$ cat config.mk
export PLATFORM = sky130hd
export DESIGN_NAME = ssml_front
export DESIGN_NICKNAME = d
export VERILOG_FILES = /design/src/rtl/ssml_pkg.sv /design/src/rtl/ssml_front.sv
export SDC_FILE = /design/constraint.sdc
export NUM_CORES = 1
export LEC_CHECK = 0
export BUFFER_PORTS_ARGS = -buffer_cell sky130_fd_sc_hd__buf_2
export CAP_MARGIN = 10
export CORE_MARGIN = 2
export CORE_UTILIZATION = 49
export CTS_BUF_LIST = sky130_fd_sc_hd__clkbuf_4 sky130_fd_sc_hd__clkbuf_8 sky130_fd_sc_hd__clkbuf_16
export DETAILED_ROUTE_END_ITERATION = 7
export PLACE_DENSITY = 0.75
export SLEW_MARGIN = 20
export SYNTH_ARGS = -nofsm -noshare
export SYNTH_HDL_FRONTEND = slang
export SYNTH_SLANG_ARGS = --single-unit
$ cat constraint.sdc
create_clock -name i_clk -period 5.95 [get_ports i_clk]
set_input_delay 1.19 -clock i_clk [delete_from_list [all_inputs] [get_ports i_clk]]
set_output_delay 1.19 -clock i_clk [all_outputs]
set_load 0.01 [all_outputs]
$ cat src/rtl/ssml_pkg.sv
// Shared types and constants for the name table lookup block.
// No dependencies; used by every module in rtl/ except ssml_ram.
`default_nettype none

package ssml_pkg;

    localparam int BUCKETS  = 25;
    localparam int ENTRIES  = 1024;
    localparam int NAME_LEN = 128;

    localparam int EW  = (ENTRIES > 1) ? $clog2(ENTRIES) : 1;
    localparam int CW  = $clog2(ENTRIES + 1);
    localparam int JW  = $clog2(NAME_LEN);
    localparam int LW  = $clog2(NAME_LEN + 1);
    localparam int BKW = (BUCKETS > 1) ? $clog2(BUCKETS) : 1;

    localparam int STORE_AW    = EW + JW;
    localparam int STORE_DEPTH = ENTRIES << JW;

    // height % BUCKETS by reciprocal multiply, exact for 8-bit heights
    localparam int MOD_SH    = 16;
    localparam int MOD_PW    = MOD_SH + 9;
    localparam int MOD_RECIP = (1 << MOD_SH) / BUCKETS + 1;

    localparam int QDEPTH = 4;
    localparam int QAW    = $clog2(QDEPTH);

    localparam logic MODE_INSERT = 1'b0;
    localparam logic MODE_QUERY  = 1'b1;

    typedef struct packed {
        logic       mode;
        logic [7:0] height;
        logic [7:0] name_char;
        logic       last;
    } t_in_item;

    typedef struct packed {
        logic        found;
        logic        stored;
        logic        table_full;
        logic        name_truncated;
        logic [4:0]  bucket_index;
        logic [10:0] bucket_fill;
    } t_out_item;

    typedef struct packed {
        t_in_item         item;
        logic [BKW-1:0]   bucket;
    } t_cls_item;

endpackage

`default_nettype wire

$ cat src/rtl/ssml_front.sv
// Front stage: takes input items and computes the bucket from height.
// Depends on ssml_pkg.
`default_nettype none

module ssml_front (
    input  wire logic                i_clk,
    input  wire logic                i_rst_n,
    input  wire logic                i_push,
    input  wire ssml_pkg::t_in_item  i_item,
    output logic                     o_full,
    output logic                     o_push,
    output ssml_pkg::t_cls_item      o_item,
    input  wire logic                i_q_full
);

    logic                         r_valid;
    ssml_pkg::t_in_item           r_item;
    logic [7:0]                   r_quot;
    logic                         advance;
    logic [ssml_pkg::MOD_PW-1:0]  prod;
    logic [15:0]                  rem;

    assign advance = !r_valid || !i_q_full;
    assign prod    = ssml_pkg::MOD_PW'(i_item.height)
                   * ssml_pkg::MOD_PW'(ssml_pkg::MOD_RECIP);

    always_ff @(posedge i_clk) begin
        if (!i_rst_n) begin
            r_valid <= 1'b0;
        end else if (advance) begin
            r_valid <= i_push;
        end
        if (advance) begin
            r_item <= i_item;
            r_quot <= prod[ssml_pkg::MOD_SH +: 8];
        end
    end

    assign rem = 16'(r_item.height) - 16'(r_quot) * 16'(ssml_pkg::BUCKETS);

    assign o_full        = !advance;
    assign o_push        = r_valid;
    assign o_item.item   = r_item;
    assign o_item.bucket = rem[ssml_pkg::BKW-1:0];

endmodule

`default_nettype wire

# After elaboration in Yosys (flattened, before gate mapping)
# Cells that the tools add are included.
# classes
add_sub_neg,1
mul,2
n_reduce_logical,4
# ops
op,count
$mul A8 B11 Y19 const B,1
$mul A4 B5 Y5 const B,1
$sub A5 B5 Y5,1
$logic_not A1 Y1,3
$logic_or A1 B1 Y1,1
# word_totals
regBits,23
input_bits,22
out_inout_bits,25
wordCells,13

# Longest topological paths before layout
# Gate-level depths: netlist of the first run.
# depth
word_depth,3
mapped_depth,13
depth_no_buf,13

# Least setup slack after synthesis of the first run
# Ideal clock, no wire load.
# synth_timing
kind,input port to flip-flop
start,input port i_item[14] (netlist bit)
end,"register r_quot[1], data pin"
setup_ns,0.269
arrival_ns,4.279
required_time_ns,5.681
path_slack_ns,1.402
stages,13
n_path_buf,0
path_cell_list,fa_1 > xor2_1 > ha_1 > a21oi_1 > fa_1 > inv_1 > fa_1 > ha_1 > a21oi_1 > o21ai_0 > a311oi_1 > o31ai_1 > xor2_1
# synth_via
elab_chain_len,1
# synth_rtl
element,line,text
start: declaration,ssml_front.sv:9,"input wire ssml_pkg::t_in_item i_item,"
$mul A8 B11 Y19,ssml_front.sv:25,* ssml_pkg::MOD_PW'(ssml_pkg::MOD_RECIP);
named net prod (one bit),ssml_front.sv:20,logic [ssml_pkg::MOD_PW-1:0] prod;
end signal: assignment,ssml_front.sv:35,r_quot <= prod[ssml_pkg::MOD_SH +: 8];
end: declaration,ssml_front.sv:18,logic [7:0] r_quot;
# The timed path passes the listed nets, and every way through them passes these cells.
# A chain may end at the register's enable or synchronous reset.

# Worst setup path in the final report of the first run
# Ends and elaborated chain as after synthesis.

==> flow_summary.toml, run 1 <==
[placed_design]
post-place-cells = 340
dp_slack_ps = 1020
portBuffers = 46
place.gp.congestion = 0.888
placed_area_sq_um = 2760
hpwl_mm = 3.64

[sta]
final.setup.tns_ps = 0
max_slew_margin_pct = 39.3
maxSlewViolCount = 0
finClkSkew_ps = 0.796
hold_violations = 0
fmax_mhz = 215
finalSetupViolations = 0
holdWs_ps = 1100
period_share_pct = 78.1
grt_setup_unrepaired = "false"
worst_slack_ps = 1300
worst_pin_slew_ps = 909
fin_crit_ps = 4650

[grt]
antenna_found_initial = 0
grt_usage_pct = 15.5
grt_pass1_vias = 1587
overflow = 0
grt_max_degree = 24
grt_pass1_wl_mm = 6.62

[finish]
fin_util_pct = 58.9
antenna_cells = 0
areaGrowthSynthToFinish_pct = 14.8
fin_cells = 344
fillers = 416
seq_area_sq_um = 681
num-nets-final = 375
drive_gt1_share_pct = 19.9
multi_input_comb_area_sq_um = 1560
final_cell_area_sq_um = 2800

[drt]
drt_first_pass_iters = 4
drc = 0
antenna_left = 0
wire_per_inst_microns = 11.9
wl_mm = 4.10
via_count = 1714
viasPerCell = 4.98
drt-initial-drc-count = 52

[floorplan]
io-pin-count = 47
core_sq_um = 4750
initial_core_util_pct = 51.4
die_y_microns = 74.6
fp-row-count = 25
dieArea_sq_um = 5570
die_w_microns = 74.6

[logic_synthesis]
synth_top_family_by_area = "adder cells"
syn-num-nets = 324
yosysWarnings = 0
synth-main-ff-cell = "edfxtp_1"
async_reset_ff_share_pct = 0
synthXorXnorAreaFrac_pct = 5.02
syn_inst = 227
synth.distinct_cells = 31
ys_seq_area_share_pct = 27.9
synth-seq-cells = 23
synth_compound_area_share_pct = 9.22
synth-simple-area-share_pct = 5.23
synthAdderAreaFrac_pct = 44.0
synth_area_per_cell_sq_um = 10.8
synthMuxAreaShare_pct = 0.410
synth_area_sq_um = 2440
synth_edf_count = 22

[clock_network]
clockRootBuffer = "clkbuf_8"
path_clk_slew_ps = 80
clock_path_buffers = 2
post_cts_buffers = 0
cts_sinks = 23
cts_tree = "built"
cts_resized = 0
cts.htree.levels = 1
clock_latency_ps = 260
cts_made_buffers = 3
hold_buffers = 0

[worst_setup_path]
end_kind = "flop"
crit_type = "input pin to flop"
critical_path.max_fanout = 7
required_ps = 5950
cp.arrival_ps = 4650
crit_path_start_kind = "input pin"

[job]
cap_violations = 0

[worst_hold_path]
hp-class = "input pin to flop"

[status]
status = "finished clean"

[power_and_ir_drop]
total_power_uw = 875
leakagePower_nw = 1.48
peakVddDrop_mv = 0.152
powerDensity_nw_per_um2 = 312
==> Yosys cell counts (all sizes together) (2+ instances only) <==
library cell / count / area share (%)
edfxtp: 22 / 27
a211oi: 3 / 0.92
nor3: 2 / 0.41
xnor2: 8 / 2.9
inv: 54 / 8.3
o21a: 2 / 0.61
xor2: 6 / 2.2
nor2: 5 / 0.77
o21ai: 8 / 1.6
a21oi: 12 / 2.5
fa: 18 / 15
or2: 2 / 0.51
nand2: 6 / 0.92
ha: 57 / 29
o31ai: 4 / 1.2
nand3: 4 / 1.0
==> where the power goes <==
group	switching, mW	internal, mW
Clock	0.0463	0.0466
Sequential	0.0118	0.200
Combinational	0.311	0.259
==> state kept, by name, indices dropped and copies added, names as in the netlist <==
register	flops
o_push	1
o_item	18
r_quot	4
==> path summary, 6_finish.rpt <==
| check | cells after the start | startpoint | slack (ps) | endpoint |
|---|---|---|---|---|
| setup reg to reg | 3 | o_push | 4540 | o_push |
| hold / removal | 1 | i_item[1] | 1100 | o_item[6] |
| setup / recovery | 14 | i_item[14] | 1300 | r_quot[1] |
| hold reg to reg | 1 | o_push | 1200 | o_item[21] |
==> critical path, stage by stage <==
cell and delay, ps:
buf_2 160, fa_1 630, xor2_1 210, ha_1 170, a21oi_1 50, fa_1 480, inv_1 60, fa_1 470
ha_1 340, a21oi_1 220, o21ai_0 120, a311oi_1 270, o31ai_1 120, xor2_1 150
==> layout by cell type (no fill, tap or decap), types with 2 or more instances in the layout <==
cell type / n
ha_1: 57
inv_1: 54
buf_2: 46
edfxtp_1: 22
fa_1: 18
a21oi_1: 12
xnor2_1: 8
o21ai_0: 8
xor2_1: 6
nand2_1: 6
nor2_1: 5
o31ai_1: 4
nand3_1: 3
a211oi_1: 3
clkbuf_8: 3
or2_2: 2
o21a_1: 2
nor3_1: 2
==> logic make-up after synthesis <==
kind of cell             count (synthesis)
adder cells (fa/ha/maj)                 75
buffers and inverters                   54
AO/OA/AOI/OAI                           36
AND/OR/NAND/NOR                         24
flip-flops                              23
XOR/XNOR                                14
multiplexers                             1
==> per-layer routing <==
layer | track usage, % | vias up | wire [microns]
li1 | - | 866 | -
met1 | 18.5 | 807 | 1840
met4 | 4.17 | 0 | 19
met5 | 0 | - | 0
met2 | 29.3 | 39 | 2040
met3 | 1.90 | 2 | 207
==> final cells by class <==
class / instances / share of cell area, %
inverter: 54 / 7.23
timing repair buffer: 46 / 8.21
clock buffer: 3 / 1.47
multi-input combinational: 150 / 55.6
tap: 67 / 2.99
clock inverter: 1 / 0.179
sequential: 23 / 24.3
Note: power is estimated with default switching activity, not from simulation.
==> run 2, diff against run 1 <==
==> constraint.sdc (replaced) <==
create_clock -name i_clk -period 4.4 [get_ports i_clk]
set_input_delay 0.88 -clock i_clk [delete_from_list [all_inputs] [get_ports i_clk]]
set_output_delay 0.88 -clock i_clk [all_outputs]
set_load 0.01 [all_outputs]
==> run 2 against run 1 <==
Effect of this change:
- utilization rose by 2.5 points
- worst hold slack got worse by 320 ps
- critical path type unchanged
- sequential power rose by 35%
- power rose by 43%
- flip-flop and latch count did not move
- largest cell class unchanged
==> flow_summary.toml, run 2 (synthesis results as in run 1) <==
[grt]
grt.busiest_layer = "met2"
use_met1_pct = 19.9
antenna_found_initial = 0
grt_use_met2_pct = 32.2
use_met3_pct = 1.36
grt_pass1_vias = 1740
overflow = 0
grt_max_degree = 24
grt_pass1_wl_mm = 7.20
grt_usage_pct = 16.7

[job]
cap_violations = 0

[worst_setup_path]
crit_path_max_incr_delay_ps = 620
r2r_start = "o_push"
critical_path.max_fanout = 3
cp.arrival_ps = 4260
r2r_cells = 4
r2r_end = "o_push"
end_kind = "flop"
reg2reg_slack_ps = 3400
critPathTopFamily = "adder cells"
crit_type = "input pin to flop"
cp_slowest_cell = "fa_2"
required_ps = 4400
crit_path_start_kind = "input pin"
cp_num_buf_inv = 2
cp_common_cell = "fa_1"
path_cells = "buf_2 > fa_2 > xor2_2 > ha_1 > a21oi_1 > fa_1 > inv_1 > fa_1 > ha_4 > a21oi_4 > o21ai_0 > a311oi_1 > o31ai_1 > xor2_1"

[floorplan]
fp-row-count = 25
dieArea_sq_um = 5570
die_y_microns = 74.6
core_sq_um = 4750
initial_core_util_pct = 51.4
die_w_microns = 74.6
io-pin-count = 47

[drt]
antenna_left = 0
via_count = 1741
viasPerCell = 4.90
wl_mm = 4.27
drt-initial-drc-count = 36
drt_first_pass_iters = 4
wire_per_inst_microns = 12.0
drc = 0

[power_and_ir_drop]
leakagePower_nw = 1.53
peakVddDrop_mv = 0.243
powerDensity_nw_per_um2 = 429
total_power_mw = 1.25

[sta]
hold_violations = 0
finalSetupViolations = 0
fin_crit_ps = 4260
holdWs_ps = 786
worst_slack_ps = 137
finClkSkew_ps = 3.61
max_slew_margin_pct = 72.6
fmax_mhz = 235
worst_pin_slew_ps = 408
maxSlewViolCount = 0
period_share_pct = 96.9

[clock_network]
post_cts_buffers = 0
clock_path_buffers = 2
path_clk_slew_ps = 70
clockRootBuffer = "clkbuf_8"
clock_latency_ps = 250
cts_tree = "built"
cts.htree.levels = 1
cts_sinks = 23
cts_made_buffers = 3
hold_buffers = 0

[finish]
drive_gt1_share_pct = 24.3
num-nets-final = 386
final_cell_area_sq_um = 2920
mostFrequentLayoutCell = "ha_1"
fin_util_pct = 61.4
largest_reg_flops = 18
antenna_cells = 0
areaGrowthSynthToFinish_pct = 19.6
layout_common_cells = "ha_1 (56), inv_1 (54), buf_2 (46)"

[placed_design]
place.gp.congestion = 0.847
portBuffers = 46
dp_slack_ps = -203
hpwl_mm = 3.76
placed_area_sq_um = 2840

[worst_hold_path]
hold_depth = 2
worstHoldStart = "o_push"
holdPathEnd = "o_item[9]"
hp-class = "flop to flop"

[status]
status = "finished clean"
## run 2: cell count changes in the layout (fill, tap and decap cells not counted), sizes merged
cell / before / now
clkbuf: 3 / 4
buf: 46 / 57
clkinv: 1 / 0
## run 2: layout make-up
| type | instances | area, sq um |
|---|---|---|
| clock buffer | 4 | 48.8 |
| fill | 419 | 1830 |
| inverter | 54 | 203 |
| multi-input combinational | 150 | 1590 |
| sequential | 23 | 681 |
| tap | 67 | 83.8 |
| timing repair buffer | 57 | 313 |
## run 2: tightest hold or removal path, cell delays in order (launching register included)
cell and delay [ps]:
dfxtp_1 320, nand2_1 50, buf_4 220
## run 2: report_power, final
part / leakage [nW] / internal (mW) / switching [mW]
Sequential: 0.238 / 0.271 / 0.0157
Clock: 0.0262 / 0.0705 / 0.0589
Combinational: 1.27 / 0.392 / 0.445
## run 2: timing repair
item / in CTS / in global routing
endpoints found under the setup margin: 0 / 3
hold endpoints to repair: 0 / 0
gates resized for setup: 0 / 5
## run 2: per-stage QoR
stage               setup TNS (ps)  instances
global placement             -44.7        351
floorplan                        0        227
detailed placement            -419        351
CTS                              0        355
finish                           0        355
global route                 -50.4        355
## run 2: worst max path at each step
stage               startpoint  cells past startpoint  slack [ps]   endpoint
finish              i_item[14]                     14         140  r_quot[1]
global route        i_item[14]                     14         -50  r_quot[1]
CTS                 i_item[14]                     14          90  r_quot[1]
detailed placement  i_item[14]                     14        -200  r_quot[1]
global placement    i_item[14]                     14         -40  r_quot[1]
floorplan           i_item[14]                     13         160  r_quot[1]
## run 2: routing by layer
metal / part of all wire [%] / up-vias
met3: 5.5 / 6
met5: 0 / -
li1: - / 885
met4: 1.2 / 0
met2: 51 / 46
met1: 42 / 804
==> run 3, diff against run 2 <==
--- a/config.mk
+++ b/config.mk
@@ -12,6 +12,7 @@
 export CTS_BUF_LIST = sky130_fd_sc_hd__clkbuf_4 sky130_fd_sc_hd__clkbuf_8 sky130_fd_sc_hd__clkbuf_16
 export DETAILED_ROUTE_END_ITERATION = 7
 export PLACE_DENSITY = 0.75
+export SETUP_SLACK_MARGIN = 0.15
 export SLEW_MARGIN = 20
 export SYNTH_ARGS = -nofsm -noshare
 export SYNTH_HDL_FRONTEND = slang
==> run 3 against run 2 <==
Effect of this change:
- critical path depth did not move
- utilization rose by 0.39 points
- final area rose by 0.64%
- sequential share of layout area fell by 0.15 points
- largest cell class unchanged
==> flow_summary.toml, run 3 (synthesis results as in run 1) <==
[clock_network]
path_clk_slew_ps = 80
clock_latency_ps = 250
cts_made_buffers = 3
hold_buffers = 0
clockRootBuffer = "clkbuf_8"
cts_tree = "built"
cts_sinks = 23
clock_path_buffers = 2
cts.htree.levels = 1

[drt]
via_count = 1746
wire_per_inst_microns = 12.1
drt-initial-drc-count = 45
drt_first_pass_iters = 5
viasPerCell = 4.90
drc = 0
antenna_left = 0
wl_mm = 4.31

[sta]
holdWs_ps = 785
hold_violations = 0
worst_pin_slew_ps = 364
fmax_mhz = 242
finalSetupViolations = 0
finClkSkew_ps = 3.75
worst_slack_ps = 263
fin_crit_ps = 4140
maxSlewViolCount = 0
max_slew_margin_pct = 75.5
final.setup.tns_ps = 0
period_share_pct = 94.0
grt_setup_unrepaired = "true"

[placed_design]
dp_slack_ps = -203
post-place-cells = 351
hpwl_mm = 3.76
portBuffers = 46
place.gp.congestion = 0.847
placed_area_sq_um = 2840

[finish]
drive_gt1_share_pct = 26.3
areaGrowthSynthToFinish_pct = 20.4
mostFrequentLayoutCell = "ha_1"
num-nets-final = 387
fin_cells = 356
fin_util_pct = 61.8
antenna_cells = 0
layout_common_cells = "ha_1 (55), inv_1 (54), buf_2 (46)"
largest_reg_flops = 18
final_cell_area_sq_um = 2940

[floorplan]
dieArea_sq_um = 5570
die_y_microns = 74.6
core_sq_um = 4750
io-pin-count = 47
fp-row-count = 25
die_w_microns = 74.6
initial_core_util_pct = 51.4

[grt]
use_met3_pct = 1.36
grt.busiest_layer = "met2"
grt_use_met2_pct = 32.4
grt_usage_pct = 16.8
grt_max_degree = 24
antenna_found_initial = 0
overflow = 0
grt_pass1_wl_mm = 7.23
grt_pass1_vias = 1751
use_met1_pct = 19.9

[job]
cap_violations = 0

[worst_setup_path]
critical_path.max_fanout = 3
crit_type = "input pin to flop"
cp.arrival_ps = 4140
end_kind = "flop"
required_ps = 4400
crit_path_start_kind = "input pin"

[power_and_ir_drop]
total_power_mw = 1.26
peakVddDrop_mv = 0.207
leakagePower_nw = 1.53
powerDensity_nw_per_um2 = 428

[status]
status = "finished clean"

[worst_hold_path]
hp-class = "flop to flop"
==> run 3: what timing repair did <==
item / 4_1_cts / 5_1_grt
buffers inserted: 0 / 1
endpoints found under the setup margin: 1 / 4
pin swaps: 3 / 5
resized for setup: 1 / 9
==> run 3: where the power goes <==
| group | switching, mW | internal (mW) | total, mW |
|---|---|---|---|
| sequential | 0.0157 | 0.271 | 0.287 |
| clock | 0.0592 | 0.0705 | 0.130 |
| combinational | 0.445 | 0.396 | 0.841 |
| total | 0.520 | 0.737 | 1.26 |
==> run 3: layer usage <==
metal  wire length, microns  vias to the layer above
met3                    234                        4
li1                       -                      887
met5                      0                        -
met4                     35                        0
met1                   1780                      808
met2                   2250                       47
==> run 3: path summary, 6_finish.rpt <==
check,from,end,slack [ps],depth (start not counted)
worst max-delay path,i_item[15],r_quot[1],260,14
worst min-delay path,o_push,o_item[9],790,2
worst max register to register,o_push,o_push,3400,4
worst min register to register,o_push,o_item[9],790,2
==> run 3: layout make-up <==
type | count | area, sq um
Timing Repair Buffer | 58 | 320
Multi-Input combinational cell | 150 | 1600
Sequential cell | 23 | 681
Fill cell | 420 | 1810
Clock buffer | 4 | 48.8
Tap cell | 67 | 83.8
Inverter | 54 | 203
==> run 3: worst max-delay path: stages <==
cell      delay, ps
buf_2           120
fa_2            610
xor2_2          180
ha_2            190
a21oi_1          40
fa_1            470
inv_1            50
fa_1            510
ha_4            220
a21oi_2         160
o21ai_1          90
a311oi_1        340
o31ai_2         130
xor2_1          150
