### config.mk
export PLATFORM = sky130hd
export DESIGN_NAME = ssml_queue
export DESIGN_NICKNAME = d
export VERILOG_FILES = /design/src/rtl/ssml_pkg.sv /design/src/rtl/ssml_queue.sv
export SDC_FILE = /design/constraint.sdc
export NUM_CORES = 1
export LEC_CHECK = 0
export BUFFER_PORTS_ARGS = -buffer_cell sky130_fd_sc_hd__buf_2
export CORE_MARGIN = 1.5
export CORE_UTILIZATION = 55
export CTS_CLUSTER_DIAMETER = 100
export CTS_CLUSTER_SIZE = 28
export DETAILED_ROUTE_END_ITERATION = 10
export GPL_TIMING_DRIVEN = 0
export PLACE_DENSITY = 0.75
export SLEW_MARGIN = 25
export SYNTH_ARGS = -nofsm -noshare
export SYNTH_HDL_FRONTEND = slang
export SYNTH_SLANG_ARGS = --single-unit
### constraint.sdc
create_clock -name i_clk -period 2.6 [get_ports i_clk]
set_input_delay 0.26 -clock i_clk [delete_from_list [all_inputs] [get_ports i_clk]]
set_output_delay 0.26 -clock i_clk [all_outputs]
set_load 0.02 [all_outputs]
### src/rtl/ssml_pkg.sv
// Shared types and constants for the name table lookup block.
// No dependencies; used by every module in rtl/ except ssml_ram.
`default_nettype none

package ssml_pkg;

    localparam int BUCKETS  = 25;
    localparam int ENTRIES  = 1024;
    localparam int NAME_LEN = 128;

    localparam int EW  = (ENTRIES > 1) ? $clog2(ENTRIES) : 1;
    localparam int CW  = $clog2(ENTRIES + 1);
    localparam int JW  = $clog2(NAME_LEN);
    localparam int LW  = $clog2(NAME_LEN + 1);
    localparam int BKW = (BUCKETS > 1) ? $clog2(BUCKETS) : 1;

    localparam int STORE_AW    = EW + JW;
    localparam int STORE_DEPTH = ENTRIES << JW;

    // height % BUCKETS by reciprocal multiply, exact for 8-bit heights
    localparam int MOD_SH    = 16;
    localparam int MOD_PW    = MOD_SH + 9;
    localparam int MOD_RECIP = (1 << MOD_SH) / BUCKETS + 1;

    localparam int QDEPTH = 4;
    localparam int QAW    = $clog2(QDEPTH);

    localparam logic MODE_INSERT = 1'b0;
    localparam logic MODE_QUERY  = 1'b1;

    typedef struct packed {
        logic       mode;
        logic [7:0] height;
        logic [7:0] name_char;
        logic       last;
    } t_in_item;

    typedef struct packed {
        logic        found;
        logic        stored;
        logic        table_full;
        logic        name_truncated;
        logic [4:0]  bucket_index;
        logic [10:0] bucket_fill;
    } t_out_item;

    typedef struct packed {
        t_in_item         item;
        logic [BKW-1:0]   bucket;
    } t_cls_item;

endpackage

`default_nettype wire

### src/rtl/ssml_queue.sv
// Short item queue between front and back.
// Depends on ssml_pkg.
`default_nettype none

module ssml_queue (
    input  wire logic                 i_clk,
    input  wire logic                 i_rst_n,
    input  wire logic                 i_push,
    input  wire ssml_pkg::t_cls_item  i_item,
    output logic                      o_full,
    input  wire logic                 i_pop,
    output logic                      o_empty,
    output ssml_pkg::t_cls_item       o_item
);

    ssml_pkg::t_cls_item          r_mem [ssml_pkg::QDEPTH];
    logic [ssml_pkg::QAW-1:0]     r_wp;
    logic [ssml_pkg::QAW-1:0]     r_rp;
    logic [ssml_pkg::QAW:0]       r_cnt;
    logic                         wr;
    logic                         rd;

    assign o_full  = (r_cnt == (ssml_pkg::QAW+1)'(ssml_pkg::QDEPTH));
    assign o_empty = (r_cnt == '0);
    assign wr      = i_push && !o_full;
    assign rd      = i_pop && !o_empty;
    assign o_item  = r_mem[r_rp];

    always_ff @(posedge i_clk) begin
        if (!i_rst_n) begin
            r_wp  <= '0;
            r_rp  <= '0;
            r_cnt <= '0;
        end else begin
            if (wr) begin
                r_wp <= r_wp + 1'b1;
            end
            if (rd) begin
                r_rp <= r_rp + 1'b1;
            end
            if (wr && !rd) begin
                r_cnt <= r_cnt + 1'b1;
            end else if (rd && !wr) begin
                r_cnt <= r_cnt - 1'b1;
            end
        end
        if (wr) begin
            r_mem[r_wp] <= i_item;
        end
    end

endmodule

`default_nettype wire

# After elaboration in Yosys (flattened, before gate mapping)
# Memories as Yosys holds them, arrays and structs flattened. A register that Yosys moved wholly into a read port is not among the register bits.
# Cells that the tools add are included.
[totals]
n_memories = 1
ram_bits = 92
elab_cells = 25
reg_bits = 7
input_bits = 27
output_inout_bits = 25
[op_classes]
eq_ne = 1
muxes = 6
add_sub_neg = 4
n_reduce_logical = 10
[memory_table]
columns = ["name", "depth", "word_bits", "rd", "rd_ports_with_merged_regs", "write_ports", "line_no", "rtl"]
rows = [
  ["r_mem", 4, 23, 1, 1, 1, "ssml_queue.sv:16", "ssml_pkg::t_cls_item r_mem [ssml_pkg::QDEPTH];"],
]
[ops]
columns = ["operator", "count"]
rows = [
  ["$mux 3", 2],
  ["$add 2x1->2 const B", 2],
  ["$logic_and 1x1->1", 4],
  ["$logic_not 1->1", 4],
  ["$mux 2", 2],
  ["$add 3x1->3 const B", 1],
  ["$eq 3x3->1 const B", 1],
  ["$logic_not 3->1", 1],
  ["$sub 3x1->3 const B", 1],
  ["$mux 1", 2],
  ["$reduce_bool 2->1", 1],
]

# Logic depth before layout (Yosys ltp)
# Gate-level depths: netlist of run 1.
[depth]
depth_word = 7
mapped_depth = 9
mapped_depth_nobuf = 8

# Worst setup path after synthesis of run 1
# No wires, ideal clock.
[synth_path]
path_type = "flip-flop to flip-flop"
start = "register r_cnt[0] in the netlist's numbering"
end = "register r_cnt[2] in the netlist's numbering"
setup_ns = 0.070
path_buffers = 1
t_arrival_ns = 2.000
period_less_slack_ns = 2.070
path_slack_ns = 0.530
t_required_ns = 2.530
stages_incl_launch_ff = 10
path_cell_list = "dfxtp_1 -> nor3b_2 -> nor2b_1 -> buf_6 -> ha_1 -> inv_1 -> fa_1 -> xor2_1 -> or3_1 -> a21boi_1"
[synth_via]
elab_chain_cells = 6
word_cells_on_any_way = 15
classes_between = "2 x add/sub; 1 x eq/ne; 2 x mux; 10 x reduce/logical"
[synth_lines]
columns = ["item", "line_no", "rtl"]
rows = [
  ["start: declaration", "ssml_queue.sv:19", "logic [ssml_pkg::QAW:0] r_cnt;"],
  ["start signal: assignment", "ssml_queue.sv:42", "r_cnt <= r_cnt + 1'b1;"],
  ["start signal: assignment", "ssml_queue.sv:44", "r_cnt <= r_cnt - 1'b1;"],
  ["$eq 3x3->1 *", "ssml_queue.sv:23", "assign o_full = (r_cnt == (ssml_pkg::QAW+1)'(ssml_pkg::QDEPTH));"],
  ["named net o_full", "ssml_queue.sv:10", "output logic o_full,"],
  ["$logic_not 1->1 *", "ssml_queue.sv:25", "assign wr = i_push && !o_full;"],
  ["$logic_and 1x1->1 *", "ssml_queue.sv:25", ""],
  ["named net wr", "ssml_queue.sv:20", "logic wr;"],
  ["$logic_not 1->1", "ssml_queue.sv:43", "end else if (rd && !wr) begin"],
  ["$logic_and 1x1->1", "ssml_queue.sv:43", ""],
  ["$reduce_bool 2->1 (no source line)", "-", ""],
]
# Mark *: on every way through the listed nets, which the timed path passes. The rest lies on a longest branch. The select of a mux whose other input is x is not followed.
# A chain may end at the register's enable or synchronous reset.

# Worst setup path after layout of run 1
[layout_path]
start = "register r_cnt[0] in the netlist's numbering"
end = "register r_cnt[2] in the netlist's numbering"
[layout_via]
elab_chain_cells = 6
word_cells_on_any_way = 15
classes_between = "2 x add/sub; 1 x eq/ne; 2 x mux; 10 x reduce/logical"
[layout_lines]
columns = ["item", "line_no"]
rows = [
  ["$eq 3x3->1 *", "ssml_queue.sv:23"],
  ["$logic_not 1->1 *", "ssml_queue.sv:25"],
  ["$logic_and 1x1->1 *", "ssml_queue.sv:25"],
  ["named net wr", "ssml_queue.sv:20"],
  ["$logic_not 1->1", "ssml_queue.sv:43"],
  ["$logic_and 1x1->1", "ssml_queue.sv:43"],
  ["$reduce_bool 2->1 (no source line)", "-"],
]
# Marked as above.

==> results of run 1 <==
## stage by stage
step	utilization [%]	power [mW]
detailed placement	62.0	3.34
CTS	64.7	4.26
floorplan	-	3.01
global route	64.7	4.41
global placement	61.9	3.32
finish	64.7	4.22
## layer usage
layer,wire length (um),up-vias,GRT usage [%]
li1,-,803,-
met3,220,8,4.19
met5,0,-,0
met1,2440,862,20.9
met2,2770,40,26.6
met4,89,0,7.92
## cells by family after synthesis
kind of cell | Yosys count
adders and majority gates | 6
xor gates and xnor gates | 4
DFF | 101
muxes | 26
buffers and inverters | 10
and+or+nand+nor | 17
AOI/OAI and AO/OA | 4
## layout make-up
type | instances | area (sq um) | share of cell area (%)
Multi-Input combinational cell | 57 | 806 | 18.4
Buffer | 7 | 76.3 | 1.74
Inverter | 3 | 11.3 | 0.257
Clock buffer | 9 | 124 | 2.83
Tap cell | 80 | 100 | 2.29
Sequential cell | 101 | 2940 | 67.3
Clock inverter | 6 | 63.8 | 1.46
Timing Repair Buffer | 50 | 250 | 5.72
## placed cells by master, fill, tap and decap left out, types with 2 or more instances in the layout
| cell type | count |
|---|---|
| mux4_2 | 23 |
| and2_2 | 4 |
| clkbuf_8 | 9 |
| nor2b_1 | 2 |
| inv_1 | 3 |
| nand2_1 | 4 |
| dfxtp_1 | 9 |
| mux2i_1 | 3 |
| buf_6 | 2 |
| buf_12 | 2 |
| buf_2 | 52 |
| xnor2_1 | 3 |
| ha_1 | 5 |
| and2_1 | 4 |
| edfxtp_1 | 92 |
## worst min path at each step
stage	from	end	slack (ns)
after floorplan	i_item[0]	r_mem[0][0]$_DFFE_PP_	0.36
after global placement	i_item[0]	r_mem[0][0]$_DFFE_PP_	0.47
after detailed placement	i_item[22]	r_mem[3][22]$_DFFE_PP_	0.48
after CTS	i_item[6]	r_mem[2][6]$_DFFE_PP_	0.1
after global routing	i_item[22]	r_mem[1][22]$_DFFE_PP_	0.10
final	i_item[6]	r_mem[2][6]$_DFFE_PP_	0.11
## registers in the layout, summed over array words and instances, names as in the netlist, named ones only
register,count
r_rp,2
r_mem,92
r_wp,2
r_cnt,3
## power breakdown
part	internal (mW)	switching (mW)
logic	0.575	0.647
registers	1.98	0.0815
clock network	0.439	0.497
total	2.99	1.23
## cell usage after synthesis (2+ instances only)
library cell	instances
mux2i_1	3
buf_6	2
dfxtp_1	9
buf_12	2
xnor2_1	3
ha_1	5
nand2_1	4
and2_1	8
edfxtp_1	92
inv_1	3
nor2b_1	2
buf_2	2
mux4_2	23
==> results_dict.tcl, run 1 <==
set metrics [dict create \
    ys_ff_latch 101 \
    cp_num_buf_inv 2 \
    overflow 0 \
    dieArea_sq_um 7480 \
    fp.dieW_um 86.5 \
    drv_slew 0 \
    postRouteAntennaNets 0 \
    synth_top_family_by_area "multiplexers" \
    place.gp.congestion 0.715 \
    dp.cells 298 \
    synth-edff-count 92 \
    cts_root_buf "clkbuf_8" \
    crit_family "adder cells" \
    h-tree-depth 3 \
    syn_area_sq_um 3830 \
    cts_max_path_buffers 2 \
    setup-tns-final_ns 0 \
    wl_per_cell_um 17.6 \
    cp_num_cells 9 \
    hold_depth 1 \
    endpoint "r_cnt[2]$_SDFFE_PN0P_" \
    place_ws_ns 0.406 \
    hold_class "in -> reg" \
    crit_chain "nor3b_2, nor2b_1, buf_6, ha_1, inv_1, fa_1, xor2_1, or3_1, a21boi_1" \
    synth_xor_area_share_pct 0.914 \
    maxCapViolations 0 \
    num-fill-cells 458 \
    r2r_end "r_cnt[2]$_SDFFE_PN0P_" \
    grt_pass1_vias 1717 \
    status "completed" \
    ys_async_sr_fraction_pct 0 \
    grt_usage_pct 16.4 \
    arrival_ns 2.49 \
    critPathMaxStageDelay_ns 0.50 \
    grt_start_max_net_pins 24 \
    synth_top_area_cell "edfxtp_1" \
    place_area_sq_um 4190 \
    yosys.area_share.adder_pct 2.16 \
    r2r_cells 9 \
    setup_viol 0 \
    netlist_instances 168 \
    via_per_inst 5.47 \
    fin_crit_sh_pct 84.9 \
    diodes 0 \
    synth_top_flop_cell "edfxtp_1" \
    cts_resized 0 \
    worstSetupStartpointType "flip-flop" \
    cts_buffers 9 \
    r2r_setup_slack_ns 0.39 \
    critPathLaunch "r_cnt[0]$_SDFFE_PN0P_" \
    synth_cell_types 23 \
    path_clk_slew_ns 0.10 \
    drc 0 \
    area_growth_pct 14.2 \
    tritoncts "yes" \
    syn-num-nets 201 \
    relSlewSlack_pct 58.5 \
    layout_min_cycle_time_ns 2.21 \
    buffer_ports.inserted 50 \
    final_layout_size_suffix_gt1_share_pct 42.5 \
    synth-compound-area-share_pct 0.882 \
    tightest_slew_ns 0.623 \
    die-height_um 86.5 \
    synth-seq-area-share_pct 76.8 \
    drtPass1Iterations 4 \
    path_max_fanout 7 \
    rsz0062_at_grt "no" \
    synthMuxAreaShare_pct 14.3 \
    cellPowerDensity_nw_per_um2 964 \
    post_cts_buffers 0 \
    nets 262 \
    hold_ws_ns 0.107 \
    routed_wl_mm 5.51 \
    core_sq_um 6760 \
    cellLeakagePower_nw 1.51 \
    synthSimpleGateAreaFrac_pct 2.65 \
    r2r-start "r_cnt[0]$_SDFFE_PN0P_" \
    crit_slowest_cell "dfxtp_1" \
    num_rows 30 \
    crit_type "reg -> reg" \
    timing.critical_path.to_type "flip-flop" \
    synth_top_cell_area_share_pct 72.1 \
    synthTopCellsByArea "edfxtp_1 72%, mux4_2 14%, dfxtp_1 4.7%" \
    fin_cells 313 \
    cp.required_ns 2.89 \
    drt_iter0_markers 49 \
    vdd_drop_max_mv 0.432 \
    clock_sinks 101 \
    vias 1713 \
    hold_buffers 0 \
    ios 52 \
    yosysWarningCount 0 \
    start_util_pct 56.7 \
    clk_latency_ns 0.36 \
    hold_viol 0 \
    hpwl_mm 3.48 \
    max_freq_mhz 453 \
    design_area_sq_um 4370 \
    synth.avg_cell_area_sq_um 22.8 \
    clock-skew-final_ns 0.00997 \
    antenna_found_initial 0 \
    worst_slack_ns 0.393 \
    grt_pass1_wl_mm 8.61 \
]
Power figures use the tool's default switching activity.
==> run 2, diff against run 1 <==
Clock period 2.6 ns to 2.18 ns, I/O delays scaled along.
==> results_dict.tcl, run 2 (synthesized netlist as in run 1, its figures left out) <==
set metrics [dict create \
    status "completed" \
    layout_commonest_cell "edfxtp_1" \
    maxCapViolations 0 \
    cts_root_buf "clkbuf_8" \
    vias 1714 \
    diodes 0 \
    largestRegisters "r_mem x92, r_cnt x3" \
    timing.critical_path.to_type "flip-flop" \
    area_growth_pct 15.1 \
    place.gp.congestion 0.715 \
    wl_per_cell_um 17.8 \
    drv_slew 0 \
    max_freq_mhz 493 \
    largest_register_ffs 92 \
    critPathLaunch "r_cnt[2]$_SDFFE_PN0P_" \
    fp.dieW_um 86.5 \
    p_total_mw 5.07 \
    clock_sinks 101 \
    hold_class "in -> reg" \
    r2r-start "r_cnt[2]$_SDFFE_PN0P_" \
    hpwl_mm 3.48 \
    vdd_drop_max_mv 0.525 \
    hold_buffers 0 \
    path_clk_slew_ns 0.10 \
    setup_viol 0 \
    final_cell_mix "92 x edfxtp_1, 52 x buf_2, 23 x mux4_2, 9 x clkbuf_8, 6 x dfxtp_1" \
    drc 0 \
    die-height_um 86.5 \
    grt_start_max_net_pins 24 \
    regMostFlops "r_mem" \
    ios 52 \
    arrival_ns 2.32 \
    relSlewSlack_pct 58.2 \
    use_met2_pct 26.6 \
    num_rows 30 \
    grt_usage_pct 16.4 \
    drtPass1Iterations 4 \
    dieArea_sq_um 7480 \
    rsz0062_at_grt "no" \
    buffer_ports.inserted 50 \
    nets 263 \
    fin_crit_sh_pct 93.0 \
    grt_pass1_wl_mm 8.61 \
    cellLeakagePower_nw 1.51 \
    layout_min_cycle_time_ns 2.03 \
    fin_util_pct 65.2 \
    worstSetupStartpointType "flip-flop" \
    crit_type "reg -> reg" \
    core_sq_um 6760 \
    drt_iter0_markers 62 \
    use_met1_pct 20.9 \
    tritoncts "yes" \
    postRouteAntennaNets 0 \
    antenna_found_initial 0 \
    setup-tns-final_ns 0 \
    min_from "i_item[6]" \
    clk_latency_ns 0.36 \
    via_per_inst 5.46 \
    grt.busiest_layer "met2" \
    start_util_pct 56.7 \
    grt_pass1_vias 1717 \
    tightest_slew_ns 0.627 \
    clock-skew-final_ns 0.0108 \
    routed_wl_mm 5.58 \
    cp.required_ns 2.47 \
    final_layout_size_suffix_gt1_share_pct 45.3 \
    cts_buffers 9 \
    hold_viol 0 \
    use_met3_pct 4.19 \
    cellPowerDensity_nw_per_um2 1150 \
    path_max_fanout 6 \
    h-tree-depth 3 \
    overflow 0 \
    cts_max_path_buffers 2 \
]
==> run 2: worst max-delay path, stage by stage, from the launching register on <==
cell      delay (ns)
dfxtp_4         0.37
nor3b_2         0.16
nor2b_1         0.14
buf_6           0.11
ha_2            0.19
inv_1           0.06
fa_2            0.33
xor2_1          0.15
or3_1           0.33
a21boi_2        0.12
==> run 2: per-layer routing <==
layer	up-vias	share of wire, %
met2	40	50
met3	9	4.3
met5	-	0
met4	0	2.0
li1	805	-
met1	860	43
==> run 2: final timing paths <==
check                                to  slack, ns  cells after the start
setup reg to reg  r_cnt[2]$_SDFFE_PN0P_       0.15                      9
setup / recovery  r_cnt[2]$_SDFFE_PN0P_       0.15                      9
hold / removal    r_mem[2][6]$_DFFE_PP_       0.06                      1
hold reg to reg    r_wp[0]$_SDFFE_PN0P_       0.50                      2
==> run 2: cell type report <==
cell class / instances / area [sq um]
sequential: 101 / 2950
fill: 456 / 2350
multi-input combinational: 57 / 823
timing repair buffer: 51 / 258
clock buffer: 9 / 124
tap: 80 / 100
buffer: 7 / 76.3
clock inverter: 6 / 63.8
inverter: 3 / 11.3
==> run 2: timing repair <==
action	CTS	global route
setup endpoints to repair	1	1
hold endpoints to repair	0	0
resized for setup	2	7
gates cloned	0	0
setup buffers	0	1
pin swaps	0	1
==> run 2: metrics by stage <==
| step | hold WS, ns | instances | cell area, sq um | worst slack [ns] |
|---|---|---|---|---|
| 6_report | 0.0636 | 314 | 4410 | 0.152 |
| 5_1_grt | 0.0596 | 314 | 4410 | 0.0311 |
| 4_1_cts | 0.0576 | 313 | 4380 | 0.0332 |
| 3_5_place_dp | 0.435 | 298 | 4190 | -0.0139 |
| 3_3_place_gp | 0.432 | 298 | 4180 | -0.0289 |
| 2_1_floorplan | 0.317 | 168 | 3830 | 0.110 |
==> run 2: power breakdown <==
group / switching (mW) / total (mW) / internal (mW)
Combinational: 0.778 / 1.48 / 0.701
Sequential: 0.105 / 2.47 / 2.37
Clock: 0.594 / 1.12 / 0.524
Total: 1.48 / 5.07 / 3.59
==> run 3, diff against run 2 <==
Settings changed: CORE_MARGIN 1.5 to 2, HOLD_SLACK_MARGIN from default to 0.15.
==> results_dict.tcl, run 3 (synthesized netlist as in run 1, its figures left out) <==
set metrics [dict create \
    status "completed" \
    ios 52 \
    p_switching_mw 1.47 \
    tightest_slew_ns 0.642 \
    p_total_mw 5.20 \
    fp.dieW_um 87.5 \
    final_cell_mix "92 x edfxtp_1, 52 x buf_2, 23 x mux4_2, 23 x dlygate4sd3_1, 9 x clkbuf_8" \
    rsz0062_at_grt "no" \
    worstSetupStartpointType "flip-flop" \
    final-seq-area_sq_um 2950 \
    path_max_fanout 7 \
    crit_type "reg -> reg" \
    overflow 0 \
    clkPwrFrac_pct 23.7 \
    arrival_ns 2.35 \
    hpwl_mm 3.60 \
    drtPass1Iterations 4 \
    postRouteAntennaNets 0 \
    cp.required_ns 2.46 \
    cts_max_path_buffers 2 \
    largest_register_ffs 92 \
    via_per_inst 5.32 \
    clock_sinks 101 \
    combPwrFrac_pct 28.9 \
    layout_commonest_cell "edfxtp_1" \
    wl_per_cell_um 17.4 \
    crit_chain "nor3b_2, nor2b_1, buf_6, ha_2, inv_1, fa_1, xor2_1, or3_1, a21boi_1" \
    cts_root_buf "clkbuf_8" \
    cellLeakagePower_nw 1.61 \
    die-height_um 87.5 \
    clk_latency_ns 0.35 \
    drt_iter0_markers 116 \
    regMostFlops "r_mem" \
    cellPowerDensity_nw_per_um2 1120 \
    buffer_ports.inserted 50 \
    area_growth_pct 21.1 \
    vdd_drop_max_mv 0.697 \
    antenna_found_initial 0 \
    multiInputGateArea_sq_um 808 \
    drv_slew 0 \
    grt_pass1_wl_mm 9.14 \
    nets 285 \
    clock-skew-final_ns 0.00944 \
    fin_util_pct 68.6 \
    grt_pass1_vias 1854 \
    p_sw_share_pct 28.3 \
    routed_wl_mm 5.87 \
    h-tree-depth 3 \
    fin_crit_sh_pct 95.1 \
    num_rows 30 \
    tritoncts "yes" \
    layout_min_cycle_time_ns 2.07 \
    core_sq_um 6760 \
    hold_ws_ns 0.264 \
    max_freq_mhz 482 \
    start_util_pct 56.7 \
    largestRegisters "r_mem x92, r_cnt x3" \
    grt_usage_pct 16.7 \
    grt_start_max_net_pins 24 \
    place.gp.congestion 0.673 \
    hold_viol 0 \
    p_int_mw 3.72 \
    diodes 0 \
    p_seq_share_pct 47.4 \
    dieArea_sq_um 7650 \
    maxCapViolations 0 \
    hold_class "in -> reg" \
    num-fill-cells 438 \
    setup-tns-final_ns 0 \
    timing.critical_path.to_type "flip-flop" \
    cts_buffers 9 \
    final_layout_size_suffix_gt1_share_pct 40.5 \
    setup_viol 0 \
    relSlewSlack_pct 57.2 \
    path_clk_slew_ns 0.09 \
    vias 1792 \
    crit_slowest_cell "fa_1" \
    drc 0 \
    critPathMaxStageDelay_ns 0.37 \
]
## run 3: metrics by stage
step | area, sq um | setup slack, ns | std cells
6_report | 4640 | 0.107 | 337
5_1_grt | 4640 | 0.0163 | 337
4_1_cts | 4630 | 0.0144 | 337
3_5_place_dp | 4190 | 0.0443 | 298
3_3_place_gp | 4180 | -0.0160 | 298
2_1_floorplan | 3830 | 0.110 | 168
## run 3: power by group through the flow
stage / registers (mW) / clock network (mW) / logic (mW)
2_1_floorplan: 2.47 / 0 / 1.11
3_3_place_gp: 2.49 / 0 / 1.48
3_5_place_dp: 2.50 / 0 / 1.49
4_1_cts: 2.46 / 1.26 / 1.53
5_1_grt: 2.48 / 1.34 / 1.62
6_report: 2.46 / 1.23 / 1.50
## run 3: worst paths after layout
check	slack, ns	end	start	depth (start not counted)
max	0.11	r_cnt[2]$_SDFFE_PN0P_	r_cnt[2]$_SDFFE_PN0P_	9
min	0.26	r_cnt[1]$_SDFFE_PN0P_	i_rst_n	2
max reg2reg	0.11	r_cnt[2]$_SDFFE_PN0P_	r_cnt[2]$_SDFFE_PN0P_	9
min reg2reg	0.51	r_wp[1]$_SDFFE_PN0P_	r_wp[1]$_SDFFE_PN0P_	2
## run 3: critical path: cells and delay by family, from the launching register on
kind            cells  cell delay [ns]
fa+ha+maj           2             0.56
buf+inv             2             0.19
flops               1             0.35
xor+xnor            1             0.16
compound gates      1             0.14
simple gates        3             0.60
## run 3: final cells by class
cell class | instances | area share, %
plain buffers | 7 | 1.65
clock buffers | 10 | 2.75
clock inverters | 6 | 1.89
inverters | 3 | 0.243
multi-input cells | 57 | 17.4
flip-flops and latches | 101 | 63.5
well taps | 80 | 2.16
repair buffers | 73 | 10.4
## run 3: what timing repair did
item	4_1_cts	5_1_grt
endpoints found under the hold margin	92	0
resized for setup	0	4
setup endpoints to repair	0	1
hold buffers	23	0
setup buffers	0	0
## run 3: metal layers
metal  GRT usage, %  vias up  part of all wire, %
met1           21.2      901                   42
met3           4.74       10                  4.0
met5              0        -                    0
li1               -      848                    -
met2           27.5       33                   53
met4           6.29        0                  1.3
